### src/design/sscp_div.sv
module sscp_div #(
	parameter int W = 8,
	parameter int F = 16
) (
	input  logic                clk,
	input  logic                arst_n,
	input  logic                en,
	input  logic                in_vld,
	input  logic signed [W-1:0] num,
	input  logic signed [W-1:0] den,
	output logic                out_vld,
	output logic [F:0]          quo
);

	localparam int N = F + 1;

	logic signed [W:0] num_x, den_x, num_n, den_n;
	logic              zero_c, one_c;

	logic [N-1:0] vld_q, fix_q, one_q;
	logic [W-1:0] den_q [N];
	logic [W-1:0] rem_q [N];
	logic [F-1:0] quo_q [N];

	logic [W:0]   rem2_c [N];
	logic         ge_c   [N];
	logic [W-1:0] rem_c  [N];

	logic         vld_out_q;
	logic [F:0]   quo_out_q;

	assign num_x = (W+1)'(num);
	assign den_x = (W+1)'(den);

	// make the divisor positive
	always_comb begin
		if (den[W-1]) begin
			num_n = -num_x;
			den_n = -den_x;
		end else begin
			num_n = num_x;
			den_n = den_x;
		end
	end

	assign zero_c = (den_n == '0) || num_n[W] || (num_n == '0);
	assign one_c = !zero_c && (num_n >= den_n);

	// restoring step, one quotient bit per stage
	always_comb begin
		for (int k = 0; k < N; k++) begin
			rem2_c[k] = {rem_q[k], 1'b0};
			ge_c[k] = rem2_c[k] >= {1'b0, den_q[k]};
			rem_c[k] = ge_c[k] ? W'(rem2_c[k] - {1'b0, den_q[k]}) : rem2_c[k][W-1:0];
		end
	end

	always_ff @(posedge clk or negedge arst_n) begin
		if (!arst_n) begin
			vld_q <= '0;
			vld_out_q <= 1'b0;
		end else if (en) begin
			vld_q <= {vld_q[N-2:0], in_vld};
			vld_out_q <= vld_q[N-1];
		end
	end

	always_ff @(posedge clk) begin
		if (en) begin
			den_q[0] <= den_n[W-1:0];
			rem_q[0] <= num_n[W-1:0];
			quo_q[0] <= '0;
			fix_q[0] <= zero_c || one_c;
			one_q[0] <= one_c;
			for (int k = 1; k < N; k++) begin
				den_q[k] <= den_q[k-1];
				rem_q[k] <= rem_c[k-1];
				quo_q[k] <= {quo_q[k-1][F-2:0], ge_c[k-1]};
				fix_q[k] <= fix_q[k-1];
				one_q[k] <= one_q[k-1];
			end
			if (fix_q[N-1]) begin
				quo_out_q <= one_q[N-1] ? (F+1)'(1) << F : '0;
			end else begin
				quo_out_q <= {1'b0, quo_q[N-1]} + (F+1)'(ge_c[N-1]);
			end
		end
	end

	assign out_vld = vld_out_q;
	assign quo = quo_out_q;

endmodule

### config.mk
export PLATFORM = sky130hd
export DESIGN_NAME = sscp_div
export DESIGN_NICKNAME = d
export VERILOG_FILES = /design/src/design/sscp_div.sv
export SDC_FILE = /design/constraint.sdc
export NUM_CORES = 1
export LEC_CHECK = 0
export ABC_AREA = 1
export BUFFER_PORTS_ARGS = -buffer_cell sky130_fd_sc_hd__buf_2
export CORE_ASPECT_RATIO = 1.1
export CORE_UTILIZATION = 30
export DETAILED_ROUTE_END_ITERATION = 7
export SLEW_MARGIN = 30
export SYNTH_ARGS = -nofsm -noshare
export SYNTH_HDL_FRONTEND = slang
export SYNTH_SLANG_ARGS = --single-unit
export TNS_END_PERCENT = 30
### constraint.sdc
create_clock -name clk -period 7.3 [get_ports clk]
set_clock_uncertainty 0.2 [all_clocks]
set_input_delay 1.095 -clock clk [delete_from_list [all_inputs] [get_ports clk]]
set_output_delay 1.095 -clock clk [all_outputs]
set_load 0.01 [all_outputs]
==> flow_summary_export.csv <==
group,metric,value,unit
die,fp-row-count,105,
clock_network,htreeDepth,2,
sta,max_slew_margin,0.5316,
worst_setup_path,cp.arrival,3.02,ns
global_routing,grt_overflow,0,
yosys,yosysWarnings,0,
sta,hold_viol_final,0,
run,max-cap-violations,0,
yosys,synth_area_leaders,"edfxtp_1 61%, ha_1 8.2%, inv_1 4.4%",
worst_setup_path,critPathLaunchType,"flip-flop",
worst_setup_path,crit_path_frequent_cell,"nand2_1",
yosys,yosysMostFrequentCell,"edfxtp_1",
cells_and_area,syn_to_final_growth,12.38,%
yosys,synthCells,1853,
yosys,ys_types,48,
sta,setup_viol,0,
global_routing,grt_pass1_vias,12929,
clock_network,clkTransAtPathRegs,0.06,ns
worst_setup_path,worst_path_largest_cell_delay,0.36,ns
sta,fmax,0.3410,GHz
die,die_w,263.9,um
clock_network,holdBufCountCts,0,
yosys,synth_top_cell_area_share,0.6092,
yosys,postSynthAreaPerCell,12.21,um^2
clock_network,cts_resized,0,
clock_network,clkSinkCount,477,
power_and_ir_drop,ir_worst_vdd,0.0001506,V
power_and_ir_drop,powerDensity,356.8,nW/um^2
cells_and_area,drive_gt1_frac,0.1172,
power_and_ir_drop,leakage,10.32,nW
route,wire_per_inst,12.58,um
worst_hold_path,hold_path_class,"reg -> reg",
placed_design,gp_congestion,0.8172,
worst_setup_path,cp-end-kind,"flip-flop",
cells_and_area,diodes,0,
route,drc,0,
global_routing,antenna_found_initial,0,
yosys,seq_area_frac_synth,0.6291,
clock_network,max-clock-path-buffers,3,
run_status,status,"completed",
cells_and_area,fillers,7266,
clock_network,cts_tree,"yes",
sta,layout_worst_path_cycle_share,0.4017,
sta,report.final.slew_viol_count,0,
clock_network,numCtsBuffers,50,
clock_network,cts-root-buf,"clkbuf_16",
yosys,yosys-top-cells-count,"459 x edfxtp_1, 263 x inv_1, 255 x nand2_1, 148 x ha_1, 116 x a21oi_1",
die,coreArea,74620,um^2
worst_setup_path,worstPathMaxFanout,5,
sta,rsz0062_at_grt,"no",
power_and_ir_drop,finalPower,0.009074,W
global_routing,track_usage,0.09551,
sta,min_period,2.933,ns
worst_setup_path,worstPathRequired,7.39,ns
die,pin_count,38,
yosys,synthFlopType,"edfxtp_1",
route,wirelength,36.82,mm
yosys,syn-num-nets,2037,
global_routing,grt_pass1_wl,61.04,mm
route,vias,12994,
route,drtIter0Drc,674,
worst_setup_path,crit_chain,"ha_1 > inv_1 > nor2_1 > a221oi_1 > o21ai_0 > nand3_1 > nand2_1 > nand2_1 > nand2_1 > ha_1 > ha_1 > nand2_1 > inv_1 > nand2_1 > inv_2 > a31oi_1 > nor3_1",
route,drt_first_pass_iters,5,
die,die_area,76530,um^2
placed_design,io_buffers,37,
yosys,synth_top_area_cell,"edfxtp_1",
clock_network,clk_latency,0.58,ns
clock_network,post_cts_buffers,0,
global_routing,grt_start_max_net_pins,203,
placed_design,place_hpwl,26.26,mm
yosys,synth_edf_count,459,
route,ant_nets,0,
cells_and_area,nets,2109,
sta,tightest_slew,0.7026,ns
die,die_h,290.0,um
route,viasPerCell,4.441,
sta,fin_setup_tns,0,ns
die,start_util,0.3032,
worst_setup_path,critPathKind,"reg -> reg",
yosys,synthArstFlopShare,0.03774,
cells_and_area,utilization,0.3408,
yosys,synth.cell_area,22630,um^2
worst_setup_path,crit_slowest_cell,"edfxtp_1",
yosys,ys_seq_elements,477,
[routing by layer]
layer	share of wire	vias to the layer above	routed length [um]	track usage
met2	0.51	171	18900	0.1743
met4	0.027	0	1010	0.03517
met1	0.43	6194	15690	0.1103
li1	-	6559	-	-
met3	0.033	70	1219	0.01774
met5	0	-	0	0
[state kept, by name, summed over array words and instances, names as in the netlist]
signal / count
out_vld: 1
quo: 17
fix_q: 17
quo_q: 136
rem_q: 136
one_q: 17
vld_q: 17
den_q: 136
[logic make-up after synthesis]
| family | Yosys count | share of synthesized area |
|---|---|---|
| simple gates | 500 | 0.09683 |
| buf+inv | 311 | 0.05812 |
| fa+ha+maj | 164 | 0.09600 |
| xor+xnor | 103 | 0.04020 |
| compound gates | 297 | 0.07963 |
| flops | 477 | 0.6291 |
| other cells | 1 | 0.0001657 |
[layout make-up]
| cell class | count | area, um^2 | share of cell area |
|---|---|---|---|
| clock buffer | 63 | 1341 | 0.05275 |
| tap | 963 | 1205 | 0.04738 |
| inverter | 288 | 1094 | 0.04301 |
| multi-input combinational | 1065 | 7078 | 0.2784 |
| timing repair buffer | 43 | 296.5 | 0.01166 |
| clock inverter | 27 | 180.2 | 0.007086 |
| sequential | 477 | 14230 | 0.5598 |
[where the power goes]
part	switching, W	internal, W	leakage, nW
Combinational	0.00165	0.00107	4.87
Sequential	0.000266	0.00374	4.72
Clock	0.00101	0.00134	0.733
[path summary, 6_finish.rpt]
| kind | from | to | slack [ns] | cells after the start |
|---|---|---|---|---|
| max | rem_q[0][129] | quo[14] | 4.37 | 17 |
| min | quo_q[0][80] | quo_q[0][97] | 0.21 | 0 |
| max reg2reg | rem_q[0][129] | quo[14] | 4.37 | 17 |
| min reg2reg | quo_q[0][80] | quo_q[0][97] | 0.21 | 0 |
| max in group asynchronous | arst_n | vld_q[15] | 6.37 | 1 |
| min in group asynchronous | arst_n | vld_q[10] | 0.24 | 1 |
[metrics by stage]
step / hold slack, ns / instances / area (um^2) / setup WS [ns]
floorplan: 0.2003 / 1853 / 22630 / 4.156
global placement: 0.2006 / 2834 / 23850 / 3.885
detailed placement: 0.2045 / 2834 / 23850 / 3.808
CTS: 0.2147 / 2924 / 25370 / 4.269
global route: 0.2233 / 2926 / 25430 / 4.028
finish: 0.2143 / 2926 / 25430 / 4.367
[critical path, delay by kind of cell, from the launching register on]
kind	cells	cell delay, ns
adder cells (fa/ha/maj)	3	0.73
AND/OR/NAND/NOR	8	0.61
AO/OA/AOI/OAI	3	0.53
flip-flops	1	0.36
buffers and inverters	3	0.21
[cell usage in the layout (no fill, tap or decap), types with 18 or more instances in the layout]
cell type,count
inv_2,19
nor2_1,107
a21oi_1,116
o21ai_2,38
inv_1,263
nand2_1,255
nand4_1,19
clkbuf_16,51
nor3_1,25
dfrtp_1,18
o21ai_1,72
buf_2,36
nand3_1,48
xor2_1,74
xnor2_1,28
o21ai_0,39
edfxtp_1,459
ha_1,148
(Power assumes the default switching activity.)
